`config.mk`:
```
export PLATFORM = sky130hd
export DESIGN_NAME = sip_div_lane
export DESIGN_NICKNAME = d
export VERILOG_FILES = /design/src/design/sip_pkg.sv /design/src/design/sip_div_lane.sv
export SDC_FILE = /design/constraint.sdc
export NUM_CORES = 2
export LEC_CHECK = 0
export BUFFER_PORTS_ARGS = -buffer_cell sky130_fd_sc_hd__buf_4
export CORE_AREA = 2 2 643 645
export DETAILED_ROUTE_END_ITERATION = 7
export DIE_AREA = 0 0 645 647
export PLACE_DENSITY = 0.56
export SLEW_MARGIN = 40
export SYNTH_ARGS = -nofsm -noshare
export SYNTH_HDL_FRONTEND = slang
export SYNTH_SLANG_ARGS = --single-unit
```
`constraint.sdc`:
```
create_clock -name clk -period 4 [get_ports clk]
set_input_delay 0 -clock clk [delete_from_list [all_inputs] [get_ports clk]]
set_output_delay 0 -clock clk [all_outputs]
set_load 0.01 [all_outputs]
```
`src/design/sip_pkg.sv`:
```
// sip_pkg: shared widths, codes and types of the spectral index pixel unit
// no dependencies; compile first
`timescale 1ns / 1ps

package sip_pkg;

  // sample and fixed point format
  localparam int SAMPLE_BITS = 16;
  localparam int FRAC_BITS   = 16;
  localparam int OUT_W       = 33;

  // divider sizing: divisor up to 3*(max-min), dividend up to (20*n) << frac
  localparam int DEN_W = SAMPLE_BITS + 2;
  localparam int NUM_W = SAMPLE_BITS + 6 + FRAC_BITS;
  localparam int N_W   = SAMPLE_BITS + 4;
  localparam int VAL_W = NUM_W + 2;

  // blend sum 9c + 7t - 4m and its divide by twenty via reciprocal
  localparam int TLI_W     = FRAC_BITS + 7;
  localparam int RCP_SHIFT = FRAC_BITS + 10;
  localparam int RCP_W     = RCP_SHIFT - 3;
  localparam int PROD_W    = TLI_W + RCP_W;
  localparam logic [RCP_W-1:0] RCP_20 = RCP_W'((64'd1 << RCP_SHIFT) / 64'd20 + 64'd1);

  // configuration port
  localparam int CFG_IDX_W  = 3;
  localparam int CFG_DATA_W = OUT_W;
  localparam logic [CFG_IDX_W-1:0] CFG_INDEX_MODE  = 3'd0;
  localparam logic [CFG_IDX_W-1:0] CFG_NODATA_EN   = 3'd1;
  localparam logic [CFG_IDX_W-1:0] CFG_NODATA_VAL  = 3'd2;
  localparam logic [CFG_IDX_W-1:0] CFG_WATER_THR   = 3'd3;
  localparam logic signed [OUT_W-1:0] WATER_THR_RST = 33'sd13107;

  // band positions in the sample vector and mask
  localparam int BAND_RED   = 0;
  localparam int BAND_GREEN = 1;
  localparam int BAND_BLUE  = 2;
  localparam int BAND_NIR   = 3;
  localparam int BAND_SWIR  = 4;
  localparam int BAND_EDGE  = 5;

  typedef enum logic [3:0] {
    MODE_NDVI  = 4'd0,
    MODE_NDWI  = 4'd1,
    MODE_NDBI  = 4'd2,
    MODE_MNDWI = 4'd3,
    MODE_NDMI  = 4'd4,
    MODE_NDCI  = 4'd5,
    MODE_NDTI  = 4'd6,
    MODE_TSS   = 4'd7,
    MODE_TLI   = 4'd8,
    MODE_FUI   = 4'd9,
    MODE_PC    = 4'd10,
    MODE_CDOM  = 4'd11
  } mode_t;

  typedef logic [SAMPLE_BITS-1:0] samp_t;

  typedef struct packed {
    samp_t [5:0] s;
    logic  [5:0] mask;
  } pix_t;

  typedef struct packed {
    mode_t                    mode;
    logic                     nodata_en;
    logic [15:0]              nodata_val;
    logic signed [OUT_W-1:0]  water_thr;
  } cfg_t;

  typedef struct packed {
    logic [NUM_W-1:0] num;
    logic [DEN_W-1:0] den;
  } div_req_t;

  typedef struct packed {
    logic neg;
    logic ok;
    logic add_one;
  } lane_tag_t;

  typedef struct packed {
    lane_tag_t        tag;
    logic [NUM_W-1:0] quot;
  } div_res_t;

  typedef struct packed {
    logic signed [OUT_W-1:0] index_value;
    logic                    index_valid;
    logic                    above_threshold;
  } result_t;

endpackage

```
`src/design/sip_div_lane.sv`:
```
// sip_div_lane: pipelined restoring divider, one quotient bit per stage
// uses sip_pkg request, tag and result types
`timescale 1ns / 1ps

module sip_div_lane (
  input  logic               clk,
  input  logic               rst_n,
  input  logic               adv,
  input  logic               in_vld,
  input  sip_pkg::div_req_t  req,
  input  sip_pkg::lane_tag_t tag,
  output logic               out_vld,
  output sip_pkg::div_res_t  res
);

  localparam int AW = sip_pkg::DEN_W + sip_pkg::NUM_W;
  localparam int NS = sip_pkg::NUM_W;

  // remainder over dividend/quotient, shifted one bit each stage
  logic [AW-1:0]               acc_r [NS];
  logic [sip_pkg::DEN_W-1:0]   den_r [NS-1];
  sip_pkg::lane_tag_t          tag_r [NS];
  logic                        vld_r [NS];

  for (genvar k = 0; k < NS; k++) begin : g_step
    logic [AW-1:0]               acc_in;
    logic [sip_pkg::DEN_W-1:0]   den_in;
    sip_pkg::lane_tag_t          tag_in;
    logic                        vld_in;
    logic [AW:0]                 sh;
    logic [sip_pkg::DEN_W:0]     top;
    logic                        qbit;
    logic [sip_pkg::DEN_W:0]     rem;
    logic [AW-1:0]               acc_nxt;

    if (k == 0) begin : g_first
      assign acc_in = {{sip_pkg::DEN_W{1'b0}}, req.num};
      assign den_in = req.den;
      assign tag_in = tag;
      assign vld_in = in_vld;
    end else begin : g_next
      assign acc_in = acc_r[k-1];
      assign den_in = den_r[k-1];
      assign tag_in = tag_r[k-1];
      assign vld_in = vld_r[k-1];
    end

    // trial subtract of the divisor from the partial remainder
    assign sh      = {acc_in, 1'b0};
    assign top     = sh[AW:NS];
    assign qbit    = top >= {1'b0, den_in};
    assign rem     = qbit ? (top - {1'b0, den_in}) : top;
    assign acc_nxt = {rem[sip_pkg::DEN_W-1:0], sh[NS-1:1], qbit};

    always_ff @(posedge clk) begin
      if (!rst_n) begin
        vld_r[k] <= 1'b0;
      end else if (adv) begin
        vld_r[k] <= vld_in;
      end
      if (adv) begin
        acc_r[k] <= acc_nxt;
        tag_r[k] <= tag_in;
      end
    end

    // divisor travels along; the last stage keeps none
    if (k < NS-1) begin : g_den
      always_ff @(posedge clk) begin
        if (adv) begin
          den_r[k] <= den_in;
        end
      end
    end
  end

  assign out_vld  = vld_r[NS-1];
  assign res.quot = acc_r[NS-1][NS-1:0];
  assign res.tag  = tag_r[NS-1];

endmodule

```
==> flow_summary.ini <==
[status]
run_status = finished, final reports clean

[critical_path]
r2r_slack_ps = 480
worstRegToRegCells = 9
crit_buf_inv = 2
critPathCaptureType = register
worst_path_max_delay_cell = o32ai_2
critPathKind = register to register
r2r_end = acc_r[2][377]$_DFFE_PP_
max_stage_delay_ps = 640
worst-path-max-fanout = 27
cp.required_ps = 4670
cp_top_family = compound AO/OA/AOI/OAI gates
start_kind = register
regToRegStartpoint = den_r[21][1]$_DFFE_PP_
worstPathArrival_ps = 4180
cp_cell_sequence = inv_1, ha_1, nor2b_1, o31ai_1, a21oi_1, o32ai_2, o211ai_1, buf_4, mux2_2

[timing]
rsz0062_at_grt = no
tightest_slew_ps = 840
hold_violations = 0
final.setup.tns_ps = 0
slew_headroom_pct = 44.0
fin_crit_sh_pct = 87.9
slew_viol_final = 0
setup_viol = 0
min_period_ps = 3520
finClkSkew_ps = 54.5
timing.fmax_mhz = 284

[final_layout]
final_common_cell = edfxtp_1
syn_to_final_growth_pct = 15.6
fin_area_sq_mm = 0.151
fill_cells = 38800
final_layout_size_suffix_gt1_share_pct = 12.6
finalNetCount = 10400
layout_common_cells = 2,927 x edfxtp_1, 861 x inv_1, 668 x ha_1, 552 x a21oi_1, 464 x nor2_1
fin_util_pct = 36.8

[floorplanning]
rows = 236
core_sq_mm = 0.411
floorplan.initialDensity_pct = 31.8
die_height_um = 647
die_area_sq_mm = 0.417
pin_count = 105
die_w_um = 645

[min_path]
min_delay_path_depth = 4
min_to = acc_r[0][38]$_DFFE_PP_
min-delay-start = req[55]
hold_path_class = input pin to register

[cts]
cts_tree = built
cts_resized = 0
path_clk_slew_ps = 60
post_cts_buffers = 0
cts_buffer_depth = 4
cts_hold_buffers = 124
clkSinkCount = 2928
insertion_delay_ps = 930
cts_buffers = 336
htreeDepth = 5
root_buffer = clkbuf_16

[global_routing]
grt_use_total_pct = 12.3
first_global_vias = 74100
antenna_found_initial = 9
grt_max_degree = 133
overflow = 0
grt_pass1_wl_um = 417000

[yosys]
synth_compound_area_share_pct = 9.78
synth_top_flop_cell = edfxtp_1
yosys.area_share.adder_pct = 6.94
synth_top_family_by_area = compound AO/OA/AOI/OAI gates
seq_area_frac_synth_pct = 67.2
synth_nets = 9916
synth-xor-area-share_pct = 2.98
synthSimpleGateAreaFrac_pct = 5.79
synthArstFlopShare_pct = 0
muxShareOfSynthArea_pct = 4.16
synth_edf_count = 2927
syn_inst = 9149
ys_warn_count = 0
synth_seq_cells = 2928
syn_area_per_cell_sq_um = 14.3
syn_area_sq_mm = 0.131
synthDistinctLibCells = 95

[routing]
avgRoutedWirePerCell_um = 17.1
drc_errors = 0
final_antenna_net_count = 0
drt-pass1-iter-count = 6
vias = 73500
finalWirelength_um = 264000
drt-initial-drc-count = 5463
vias_per_cell = 4.77

[pwr]
powerDensity_mw_per_mm2 = 755
p_switching_uw = 36700
clkPwrFrac_pct = 27.0
leakage_uw = 0.0563
power.total_uw = 114000
comb_power_share_pct = 34.0
ir_drop_mv = 0.367
sw_frac_of_total_pct = 32.1
seq_power_share_pct = 39.0
p_int_uw = 77500

[place]
io_buffers = 104
gp_congestion = 0.868
dpl.hpwl_um = 181000
postPlaceCellArea_sq_mm = 0.139

[job]
maxCapViolCount = 0
[how the worst max path moves through the flow]
stage	start	end	slack [ps]	cells past startpoint
after global routing	den_r[21][1]$_DFFE_PP_	acc_r[2][377]$_DFFE_PP_	260	9
after detailed placement	den_r[21][1]$_DFFE_PP_	acc_r[2][383]$_DFFE_PP_	450	9
final	den_r[21][1]$_DFFE_PP_	acc_r[2][377]$_DFFE_PP_	480	9
after floorplan	acc_r[1][206]$_DFFE_PP_	acc_r[1][273]$_DFFE_PP_	820	9
after global placement	den_r[21][1]$_DFFE_PP_	acc_r[2][383]$_DFFE_PP_	410	9
after CTS	den_r[21][1]$_DFFE_PP_	acc_r[2][383]$_DFFE_PP_	420	9
[layer usage]
| metal | vias up | wire length [um] | track usage (%) |
|---|---|---|---|
| met3 | 544 | 11000 | 1.82 |
| met4 | 0 | 8600 | 4.27 |
| met2 | 1572 | 124000 | 20.4 |
| li1 | 35600 | - | - |
| met1 | 35900 | 120000 | 16.5 |
| met5 | - | 0 | 0 |
[worst min-delay path: cells and delay by family]
| kind | cells | cell delay, ps |
|---|---|---|
| buf+inv | 3 | 720 |
| mux | 1 | 110 |
[flip-flops by register name (all words and copies together) (netlist names)]
| register | cells |
|---|---|
| den_r | 666 |
| tag_r | 114 |
| vld_r | 38 |
| acc_r | 2110 |
[layout make-up]
cell class | count | area, sq um | share of cell area, %
multi-input cells | 5174 | 38800 | 25.7
well taps | 5474 | 6850 | 4.53
inverters | 864 | 3240 | 2.14
clock buffers | 400 | 8780 | 5.80
flip-flops and latches | 2928 | 87900 | 58.1
diodes | 3 | 7.51 | 0.00496
clock inverters | 214 | 2300 | 1.52
repair buffers | 359 | 3380 | 2.23
[per-stage QoR]
step | setup WS [ps] | instances | hold WS (ps)
final | 485 | 15400 | 112
after global routing | 259 | 15400 | 99.7
after CTS | 423 | 15400 | 36.8
after detailed placement | 446 | 14700 | 179
after global placement | 408 | 14700 | 178
after floorplan | 816 | 9149 | 98.9
[cell usage after synthesis (25+ instances only)]
cell,count,area share (%)
mux2_2,436,3.8
nor2_1,465,1.3
o21a_1,196,1.1
clkbuf_1,114,0.33
inv_1,861,2.5
nor3_1,106,0.41
nand3_1,137,0.52
a2111oi_0,33,0.22
buf_4,42,0.24
o31a_1,32,0.21
nor2b_1,87,0.42
fa_1,36,0.55
a21oi_1,553,2.1
ha_1,668,6.4
edfxtp_1,2927,67
or2_2,25,0.12
a21o_1,171,0.98
o21bai_1,71,0.41
o21ai_0,425,1.6
xor2_1,169,1.1
o22ai_1,27,0.13
a211oi_1,80,0.46
a31oi_1,55,0.26
nand4_1,96,0.46
o31ai_1,59,0.34
nor4_1,29,0.14
xnor2_1,276,1.8
nand2_1,358,1.0
and3_1,83,0.40
o211ai_1,44,0.25
nand2b_1,70,0.33
and2_1,26,0.12
mux2i_1,38,0.29
[logic make-up (layout without fill, tap and decap cells)]
family	after synthesis	in the layout
other	0	3
and+or+nand+nor	1566	1566
adders and majority gates	704	704
muxes	485	485
buffers and inverters	1047	1837
AOI/OAI and AO/OA	1974	1974
xor gates and xnor gates	445	445
DFF	2928	2928
[power groups by stage]
stage                     clock, uW  sequential, uW  combinational (uW)
after floorplan                   0           43400               29600
after global placement            0           45300               37800
after detailed placement          0           45300               38300
after CTS                     32000           44700               38700
after global routing          33100           45100               43200
final                         30800           44600               38900
No activity file was read; power rests on OpenSTA's default activity.
