==> src/design/sip_pkg.sv <==
// sip_pkg: shared widths, codes and types of the spectral index pixel unit
// no dependencies; compile first
`timescale 1ns / 1ps

package sip_pkg;

  // sample and fixed point format
  localparam int SAMPLE_BITS = 16;
  localparam int FRAC_BITS   = 16;
  localparam int OUT_W       = 33;

  // divider sizing: divisor up to 3*(max-min), dividend up to (20*n) << frac
  localparam int DEN_W = SAMPLE_BITS + 2;
  localparam int NUM_W = SAMPLE_BITS + 6 + FRAC_BITS;
  localparam int N_W   = SAMPLE_BITS + 4;
  localparam int VAL_W = NUM_W + 2;

  // blend sum 9c + 7t - 4m and its divide by twenty via reciprocal
  localparam int TLI_W     = FRAC_BITS + 7;
  localparam int RCP_SHIFT = FRAC_BITS + 10;
  localparam int RCP_W     = RCP_SHIFT - 3;
  localparam int PROD_W    = TLI_W + RCP_W;
  localparam logic [RCP_W-1:0] RCP_20 = RCP_W'((64'd1 << RCP_SHIFT) / 64'd20 + 64'd1);

  // configuration port
  localparam int CFG_IDX_W  = 3;
  localparam int CFG_DATA_W = OUT_W;
  localparam logic [CFG_IDX_W-1:0] CFG_INDEX_MODE  = 3'd0;
  localparam logic [CFG_IDX_W-1:0] CFG_NODATA_EN   = 3'd1;
  localparam logic [CFG_IDX_W-1:0] CFG_NODATA_VAL  = 3'd2;
  localparam logic [CFG_IDX_W-1:0] CFG_WATER_THR   = 3'd3;
  localparam logic signed [OUT_W-1:0] WATER_THR_RST = 33'sd13107;

  // band positions in the sample vector and mask
  localparam int BAND_RED   = 0;
  localparam int BAND_GREEN = 1;
  localparam int BAND_BLUE  = 2;
  localparam int BAND_NIR   = 3;
  localparam int BAND_SWIR  = 4;
  localparam int BAND_EDGE  = 5;

  typedef enum logic [3:0] {
    MODE_NDVI  = 4'd0,
    MODE_NDWI  = 4'd1,
    MODE_NDBI  = 4'd2,
    MODE_MNDWI = 4'd3,
    MODE_NDMI  = 4'd4,
    MODE_NDCI  = 4'd5,
    MODE_NDTI  = 4'd6,
    MODE_TSS   = 4'd7,
    MODE_TLI   = 4'd8,
    MODE_FUI   = 4'd9,
    MODE_PC    = 4'd10,
    MODE_CDOM  = 4'd11
  } mode_t;

  typedef logic [SAMPLE_BITS-1:0] samp_t;

  typedef struct packed {
    samp_t [5:0] s;
    logic  [5:0] mask;
  } pix_t;

  typedef struct packed {
    mode_t                    mode;
    logic                     nodata_en;
    logic [15:0]              nodata_val;
    logic signed [OUT_W-1:0]  water_thr;
  } cfg_t;

  typedef struct packed {
    logic [NUM_W-1:0] num;
    logic [DEN_W-1:0] den;
  } div_req_t;

  typedef struct packed {
    logic neg;
    logic ok;
    logic add_one;
  } lane_tag_t;

  typedef struct packed {
    lane_tag_t        tag;
    logic [NUM_W-1:0] quot;
  } div_res_t;

  typedef struct packed {
    logic signed [OUT_W-1:0] index_value;
    logic                    index_valid;
    logic                    above_threshold;
  } result_t;

endpackage

==> src/design/sip_back.sv <==
// sip_back: sign, blend, saturation, threshold flag and output register
// uses sip_pkg; takes the three divider lane results
`timescale 1ns / 1ps

module sip_back (
  input  logic              clk,
  input  logic              rst_n,
  input  logic              adv,
  input  logic              in_vld,
  input  sip_pkg::div_res_t res_a,
  input  sip_pkg::div_res_t res_b,
  input  sip_pkg::div_res_t res_c,
  input  sip_pkg::cfg_t     cfg,
  output logic              out_vld,
  output sip_pkg::result_t  result
);

  localparam logic signed [sip_pkg::VAL_W-1:0] VMAX =
    $signed({{(sip_pkg::VAL_W-sip_pkg::OUT_W+1){1'b0}}, {(sip_pkg::OUT_W-1){1'b1}}});
  localparam logic signed [sip_pkg::VAL_W-1:0] VMIN =
    $signed({{(sip_pkg::VAL_W-sip_pkg::OUT_W+1){1'b1}}, {(sip_pkg::OUT_W-1){1'b0}}});

  // ---- stage b1: signed lane values and blend sum
  logic                              v1_r, ok1_r;
  logic signed [sip_pkg::VAL_W-1:0]  val1_r;
  logic signed [sip_pkg::TLI_W-1:0]  x1_r;

  logic [sip_pkg::VAL_W-1:0]         qa;
  logic signed [sip_pkg::VAL_W-1:0]  va;
  logic signed [sip_pkg::TLI_W-1:0]  ta, tb, tc, x_nxt;
  logic                              ok_nxt;

  always_comb begin
    qa = sip_pkg::VAL_W'(res_a.quot) +
         (res_a.tag.add_one ? (sip_pkg::VAL_W'(1) << sip_pkg::FRAC_BITS) : '0);
    va = res_a.tag.neg ? -$signed(qa) : $signed(qa);
    ta = $signed(va[sip_pkg::TLI_W-1:0]);
    tb = res_b.tag.neg ? -$signed(sip_pkg::TLI_W'(res_b.quot))
                       : $signed(sip_pkg::TLI_W'(res_b.quot));
    tc = res_c.tag.neg ? -$signed(sip_pkg::TLI_W'(res_c.quot))
                       : $signed(sip_pkg::TLI_W'(res_c.quot));
    x_nxt = (ta <<< 3) + ta + (tb <<< 3) - tb - (tc <<< 2);
    if (cfg.mode == sip_pkg::MODE_TLI) begin
      ok_nxt = res_a.tag.ok && res_b.tag.ok && res_c.tag.ok;
    end else begin
      ok_nxt = res_a.tag.ok;
    end
  end

  always_ff @(posedge clk) begin
    if (!rst_n) begin
      v1_r <= 1'b0;
    end else if (adv) begin
      v1_r <= in_vld;
    end
    if (adv) begin
      val1_r <= va;
      x1_r   <= x_nxt;
      ok1_r  <= ok_nxt;
    end
  end

  // ---- stage b2: magnitude times reciprocal of twenty
  logic                              v2_r, ok2_r, xneg2_r;
  logic signed [sip_pkg::VAL_W-1:0]  val2_r;
  logic [sip_pkg::PROD_W-1:0]        prod2_r;
  logic [sip_pkg::TLI_W-1:0]         xmag;

  assign xmag = x1_r[sip_pkg::TLI_W-1] ? $unsigned(-x1_r) : $unsigned(x1_r);

  always_ff @(posedge clk) begin
    if (!rst_n) begin
      v2_r <= 1'b0;
    end else if (adv) begin
      v2_r <= v1_r;
    end
    if (adv) begin
      val2_r  <= val1_r;
      ok2_r   <= ok1_r;
      xneg2_r <= x1_r[sip_pkg::TLI_W-1];
      prod2_r <= sip_pkg::PROD_W'(xmag) * sip_pkg::PROD_W'(sip_pkg::RCP_20);
    end
  end

  // ---- stage b3: mode select, zero when invalid, saturate, threshold
  logic [sip_pkg::TLI_W-1:0]         tq;
  logic signed [sip_pkg::TLI_W-1:0]  tli;
  logic signed [sip_pkg::VAL_W-1:0]  sel;
  logic signed [sip_pkg::OUT_W-1:0]  sat;
  sip_pkg::result_t                  res_nxt, res_r;
  logic                              vld_r;

  always_comb begin
    tq  = sip_pkg::TLI_W'(prod2_r >> sip_pkg::RCP_SHIFT);
    tli = xneg2_r ? -$signed(tq) : $signed(tq);
    if (!ok2_r) begin
      sel = '0;
    end else if (cfg.mode == sip_pkg::MODE_TLI) begin
      sel = sip_pkg::VAL_W'(tli);
    end else begin
      sel = val2_r;
    end
    priority if (sel > VMAX) sat = VMAX[sip_pkg::OUT_W-1:0];
    else if (sel < VMIN)     sat = VMIN[sip_pkg::OUT_W-1:0];
    else                     sat = sel[sip_pkg::OUT_W-1:0];
    res_nxt.index_value     = sat;
    res_nxt.index_valid     = ok2_r;
    res_nxt.above_threshold = ok2_r && (sat >= cfg.water_thr);
  end

  always_ff @(posedge clk) begin
    if (!rst_n) begin
      vld_r <= 1'b0;
    end else if (adv) begin
      vld_r <= v2_r;
    end
    if (adv) begin
      res_r <= res_nxt;
    end
  end

  assign out_vld = vld_r;
  assign result  = res_r;

endmodule
==> config.mk <==
export PLATFORM = sky130hd
export DESIGN_NAME = sip_back
export DESIGN_NICKNAME = d
export VERILOG_FILES = /design/src/design/sip_pkg.sv /design/src/design/sip_back.sv
export SDC_FILE = /design/constraint.sdc
export NUM_CORES = 1
export LEC_CHECK = 0
export ABC_AREA = 1
export BUFFER_PORTS_ARGS = -buffer_cell sky130_fd_sc_hd__buf_2
export CAP_MARGIN = 10
export CORE_ASPECT_RATIO = 1.2
export CORE_MARGIN = 2
export CORE_UTILIZATION = 45
export CTS_CLUSTER_DIAMETER = 80
export CTS_CLUSTER_SIZE = 14
export DETAILED_ROUTE_END_ITERATION = 10
export PLACE_DENSITY = 0.66
export SLEW_MARGIN = 20
export SYNTH_ARGS = -nofsm -noshare
export SYNTH_HDL_FRONTEND = slang
export SYNTH_SLANG_ARGS = --single-unit
export TNS_END_PERCENT = 5
==> constraint.sdc <==
create_clock -name clk -period 10.5 [get_ports clk]
set_input_delay 2.625 -clock clk [delete_from_list [all_inputs] [get_ports clk]]
set_output_delay 2.625 -clock clk [all_outputs]
set_load 0.05 [all_outputs]
==> flow_metrics.env, run 1 <==
export IMPL_status="finished clean"
export IMPL_fin_skew_ns=0.0125
export IMPL_routabilityCongestion=0.928
export IMPL_cts_path_max_buffers=2
export IMPL_io_pins=217
export IMPL_grt_pass1_wl_um=86000
export IMPL_grt_pass1_vias=17300
export IMPL_critPathSlowestCell="fa_1"
export IMPL_hold_viol_final=0
export IMPL_synth_compound_area_frac=0.0773
export IMPL_maxCapViolCount=0
export IMPL_post_route_period_util=0.770
export IMPL_ant_nets=0
export IMPL_root_buffer="clkbuf_16"
export IMPL_synth_simple_area_share=0.156
export IMPL_synthAdderAreaFrac=0.374
export IMPL_fillCellCount=4359
export IMPL_die_h_um=241
export IMPL_fmax_ghz=0.124
export IMPL_critPathRequiredTime_ns=10.68
export IMPL_grt_max_degree=85
export IMPL_postCtsSetupRepairBufs=0
export IMPL_ctsHoldBuffers=0
export IMPL_cts_htree_levels=4
export IMPL_coreArea_um2=46200
export IMPL_antenna_found_initial=0
export IMPL_synthTopCellsByArea="edfxtp_1 23%, fa_1 21%, ha_1 16%"
export IMPL_finalSetupViolations=0
export IMPL_max_slew_margin=0.314
export IMPL_drt_wl_total_um=53000
export IMPL_numCtsBuffers=17
export IMPL_path_class="reg2reg"
export IMPL_wl_per_cell_um=16.6
export IMPL_initial_core_util=0.457
export IMPL_critPathMaxStageDelay_ns=0.65
export IMPL_syn_cell_area_um2=21100
export IMPL_ys_seq_elements=163
export IMPL_path_clk_slew_ns=0.08
export IMPL_synth_top_area_frac=0.228
export IMPL_syn_avg_cell_area_um2=8.77
export IMPL_critPathLaunchType="flip-flop"
export IMPL_dr_total_vias=16500
export IMPL_route_detailed_drc=0
export IMPL_yosysTopAreaCell="edfxtp_1"
export IMPL_tritoncts="yes"
export IMPL_seq_area_frac_synth=0.231
export IMPL_cp_end_kind="flip-flop"
export IMPL_die_width_um=202
export IMPL_synth_top_family_by_area="adder cells"
export IMPL_worstMarginPinSlew_ns=1.02
export IMPL_hpwl_um=46200
export IMPL_cts_sinks=163
export IMPL_track_usage=0.224
export IMPL_nets=3247
export IMPL_setup_tns_ns=0
export IMPL_row_count=86
export IMPL_drt_iter0_markers=911
export IMPL_synth_nets=3086
export IMPL_synth_mux_area_frac=0
export IMPL_post_drt_via_cell_ratio=5.15
export IMPL_antennaDiodeCount=0
export IMPL_worst_path_most_repeated_cell="inv_1"
export IMPL_first_pass_iters=5
export IMPL_slew_violations=0
export IMPL_syn_inst=2407
export IMPL_period_needed_ns=8.09
export IMPL_rsz0062_at_grt="no"
export IMPL_worstPathArrival_ns=8.27
export IMPL_clock_latency_ns=0.45
export IMPL_area_delta_synth_final_pct=10.0
export IMPL_cp_max_fo=7
export IMPL_portBuffers=165
export IMPL_dieArea_um2=48700
export IMPL_synthXorXnorAreaFrac=0.0635
export IMPL_grt_ovfl_total=0
export IMPL_yosys_warnings=0
export IMPL_ctsResizeCount=0
export IMPL_ys_types=50
export IMPL_drive_gt1_frac=0.0891
export IMPL_hold_path_class="reg2reg"
==> placed cells by master (no fill, tap or decap), types with 4 or more instances in the layout <==
master,n
xnor2_1,39
a21o_1,7
o2111ai_1,21
clkinv_8,4
nor3_1,34
nor4_1,10
a31oi_1,17
clkbuf_16,17
edfxtp_1,160
o21ai_0,85
fa_1,221
inv_1,518
a21oi_1,99
xor2_1,114
buf_2,164
o31ai_1,7
or2_2,7
nand4_1,28
o21a_1,8
nand2_1,383
nor2_1,190
nand3b_1,8
inv_8,4
ha_1,277
o21bai_1,8
o211ai_1,12
nor2_2,5
buf_4,5
o21ai_1,4
nand3_1,85
==> Yosys cell counts, drive strengths merged <==
| master | count |
|---|---|
| dfxtp | 3 |
| nor4 | 11 |
| nor3 | 36 |
| nor2 | 198 |
| a31oi | 17 |
| a21boi | 2 |
| nand4 | 29 |
| nand2 | 386 |
| nand3b | 8 |
| or2 | 8 |
| a41oi | 1 |
| a221oi | 2 |
| o21ai | 90 |
| or3 | 1 |
| ha | 277 |
| nor3b | 1 |
| edfxtp | 160 |
| a21oi | 99 |
| inv | 519 |
| xnor2 | 39 |
| and3 | 2 |
| xor2 | 114 |
| o21bai | 8 |
| o21a | 8 |
| o311ai | 2 |
| o211ai | 12 |
| buf | 8 |
| fa | 221 |
| a21o | 7 |
| nand3 | 88 |
| o41ai | 1 |
| o2111ai | 21 |
| a211oi | 1 |
| clkbuf | 20 |
| o31ai | 7 |
==> through the flow <==
stage	util	hold slack (ns)	setup slack (ns)	area (um^2)	instances
2_1_floorplan	-	0.400	3.50	21100	2407
3_3_place_gp	0.490	0.404	2.27	22600	3165
3_5_place_dp	0.490	0.405	2.20	22600	3165
4_1_cts	0.503	0.418	2.44	23200	3197
5_1_grt	0.503	0.423	1.86	23200	3197
6_report	0.503	0.417	2.41	23200	3197
==> path summary, 6_finish.rpt <==
| path | cells after the start | start | end | slack [ns] |
|---|---|---|---|---|
| max | 31 | x1_r[0]$_DFFE_PP_ | prod2_r[40]$_DFFE_PP_ | 2.41 |
| min | 0 | val1_r[36]$_DFFE_PP_ | val2_r[36]$_DFFE_PP_ | 0.42 |
| max reg2reg | 31 | x1_r[0]$_DFFE_PP_ | prod2_r[40]$_DFFE_PP_ | 2.41 |
| min reg2reg | 0 | val1_r[36]$_DFFE_PP_ | val2_r[36]$_DFFE_PP_ | 0.42 |
==> state kept, by name (all words and copies together) (netlist names) <==
register  count
ok2_r         1
val2_r       40
result       35
prod2_r      19
val1_r       40
ok1_r         1
v2_r          1
xneg2_r       1
x1_r         23
out_vld       1
v1_r          1
==> per-layer routing <==
| metal | up-vias | track usage | wire length (um) |
|---|---|---|---|
| met5 | - | 0 | 0 |
| met4 | 0 | 0.0836 | 1860 |
| met3 | 93 | 0.0239 | 1990 |
| met2 | 379 | 0.411 | 26900 |
| met1 | 7905 | 0.273 | 22200 |
| li1 | 8082 | - | - |
==> area by class of cell <==
| cell class | instances | area, um^2 | area share |
|---|---|---|---|
| clock inverters | 15 | 178 | 0.00765 |
| multi-input cells | 1697 | 14200 | 0.610 |
| flip-flops and latches | 163 | 4860 | 0.209 |
| repair buffers | 170 | 870 | 0.0374 |
| clock buffers | 17 | 425 | 0.0183 |
| well taps | 616 | 771 | 0.0332 |
| inverters | 519 | 1950 | 0.0839 |
==> critical path: cells and delay by family, from the launching register on <==
family          cells  cell delay [ns]
compound gates      4             0.75
fa+ha+maj           9             3.52
buf+inv             7             0.89
simple gates       10             1.89
xor+xnor            1             0.20
flops               1             0.58
==> cell families (layout without fill, tap and decap cells) <==
group | after synthesis | after routing
and+or+nand+nor | 768 | 768
buffers and inverters | 547 | 721
adders and majority gates | 498 | 498
AOI/OAI and AO/OA | 278 | 278
DFF | 163 | 163
xor gates and xnor gates | 153 | 153
Power of run 1 is not shown: default switching activity piles up to over one toggle a cycle in this logic, so the estimate is an artifact.
==> inputs of run 2 (changes only) <==
PLACE_DENSITY = 0.68   (was 0.66)
clock period = 6.85 ns   (was 10.5 ns; I/O delays follow)
==> flow_metrics.env, run 2 (synthesized netlist as in run 1, its figures left out) <==
export IMPL_drt_iter0_markers=1150
export IMPL_first_pass_iters=5
export IMPL_grt_pass1_wl_um=89400
export IMPL_portBuffers=165
export IMPL_track_usage=0.233
export IMPL_cp_end_kind="flip-flop"
export IMPL_critPathMaxStageDelay_ns=0.54
export IMPL_post_route_period_util=1.00
export IMPL_cts_sinks=163
export IMPL_violations="negative setup slack"
export IMPL_final_common_cell="inv_1"
export IMPL_worstPathArrival_ns=7.05
export IMPL_grt_ovfl_total=0
export IMPL_critPathLaunchType="flip-flop"
export IMPL_grt_pass1_vias=18000
export IMPL_rsz0062_at_grt="yes"
export IMPL_dr_total_vias=17400
export IMPL_grt_max_degree=100
export IMPL_critPathRequiredTime_ns=7.02
export IMPL_dieArea_um2=48700
export IMPL_tritoncts="yes"
export IMPL_coreArea_um2=46200
export IMPL_root_buffer="clkbuf_16"
export IMPL_numCtsBuffers=17
export IMPL_wl_per_cell_um=16.5
export IMPL_drive_gt1_frac=0.190
export IMPL_worstMarginPinSlew_ns=0.868
export IMPL_maxCapViolCount=0
export IMPL_post_drt_via_cell_ratio=5.11
export IMPL_hpwl_um=48500
export IMPL_drt_wl_total_um=56100
export IMPL_die_width_um=202
export IMPL_status="complete, but fails checks"
export IMPL_nets=3446
export IMPL_die_h_um=241
export IMPL_antenna_found_initial=2
export IMPL_row_count=86
export IMPL_finalSetupViolations=1
export IMPL_initial_core_util=0.457
export IMPL_slew_violations=0
export IMPL_cp_max_fo=4
export IMPL_max_slew_margin=0.421
export IMPL_worst_path_most_repeated_cell="inv_1"
export IMPL_io_pins=217
export IMPL_setup_tns_ns=-0.0263
export IMPL_final_cell_mix="503 x inv_1, 370 x nand2_1, 252 x ha_1"
export IMPL_critPathSlowestCell="fa_1"
export IMPL_cts_path_max_buffers=2
export IMPL_antennaDiodeCount=0
export IMPL_routabilityCongestion=0.966
export IMPL_path_clk_slew_ns=0.07
export IMPL_fmax_ghz=0.145
export IMPL_area_delta_synth_final_pct=19.8
export IMPL_ctsHoldBuffers=0
export IMPL_hold_viol_final=0
export IMPL_period_needed_ns=6.88
export IMPL_clock_latency_ns=0.44
export IMPL_cts_htree_levels=4
export IMPL_ant_nets=0
export IMPL_fin_skew_ns=0.0168
export IMPL_route_detailed_drc=0
export IMPL_setup_ws_ns=-0.0263
export IMPL_fillCellCount=4170
export IMPL_final_util=0.548
export IMPL_hold_path_class="reg2reg"
export IMPL_path_class="reg2reg"
[run 2: worst max-delay path, delay by kind of cell (launching register included)]
family	cells	cell delay, ns
and+or+nand+nor	7	0.81
DFF	1	0.40
xor gates and xnor gates	2	0.33
AOI/OAI and AO/OA	4	0.94
adders and majority gates	9	3.28
buffers and inverters	9	0.85
[run 2: timing repair]
item	in CTS	in global routing
buffers inserted	6	3
pin swaps	36	38
gates resized for setup	72	53
endpoints found under the setup margin	19	19
[run 2: final cells by class]
type | instances | area [um^2] | share of cell area
multi-input combinational | 1697 | 14700 | 0.583
tap | 616 | 771 | 0.0305
inverter | 519 | 1950 | 0.0770
clock buffer | 17 | 425 | 0.0168
sequential | 163 | 4860 | 0.192
timing repair buffer | 369 | 2380 | 0.0941
clock inverter | 15 | 159 | 0.00628
[run 2: worst paths after layout]
check                             from                     to  slack (ns)  cells past startpoint
hold reg to reg   val1_r[11]$_DFFE_PP_   val2_r[11]$_DFFE_PP_        0.41                      0
setup / recovery     x1_r[0]$_DFFE_PP_  prod2_r[40]$_DFFE_PP_       -0.03                     31
hold / removal    val1_r[11]$_DFFE_PP_   val2_r[11]$_DFFE_PP_        0.41                      0
setup reg to reg     x1_r[0]$_DFFE_PP_  prod2_r[40]$_DFFE_PP_       -0.03                     31
[run 2: stage by stage]
| step | hold WS (ns) | std cells | worst slack [ns] | area, um^2 |
|---|---|---|---|---|
| 2_1_floorplan | 0.400 | 2407 | 0.115 | 21100 |
| 3_3_place_gp | 0.404 | 3355 | -0.347 | 24000 |
| 3_5_place_dp | 0.405 | 3355 | -0.395 | 24000 |
| 4_1_cts | 0.419 | 3393 | -0.0141 | 25100 |
| 5_1_grt | 0.429 | 3396 | -0.359 | 25300 |
| 6_report | 0.413 | 3396 | -0.0263 | 25300 |
[run 2: layer usage]
layer / vias up / track usage / share of wire
met1: 8301 / 0.281 / 0.41
met5: - / 0 / 0.00037
met4: 4 / 0.101 / 0.044
met3: 123 / 0.0254 / 0.043
li1: 8471 / - / -
met2: 454 / 0.424 / 0.50
Power of run 2 is left out for the same reason.
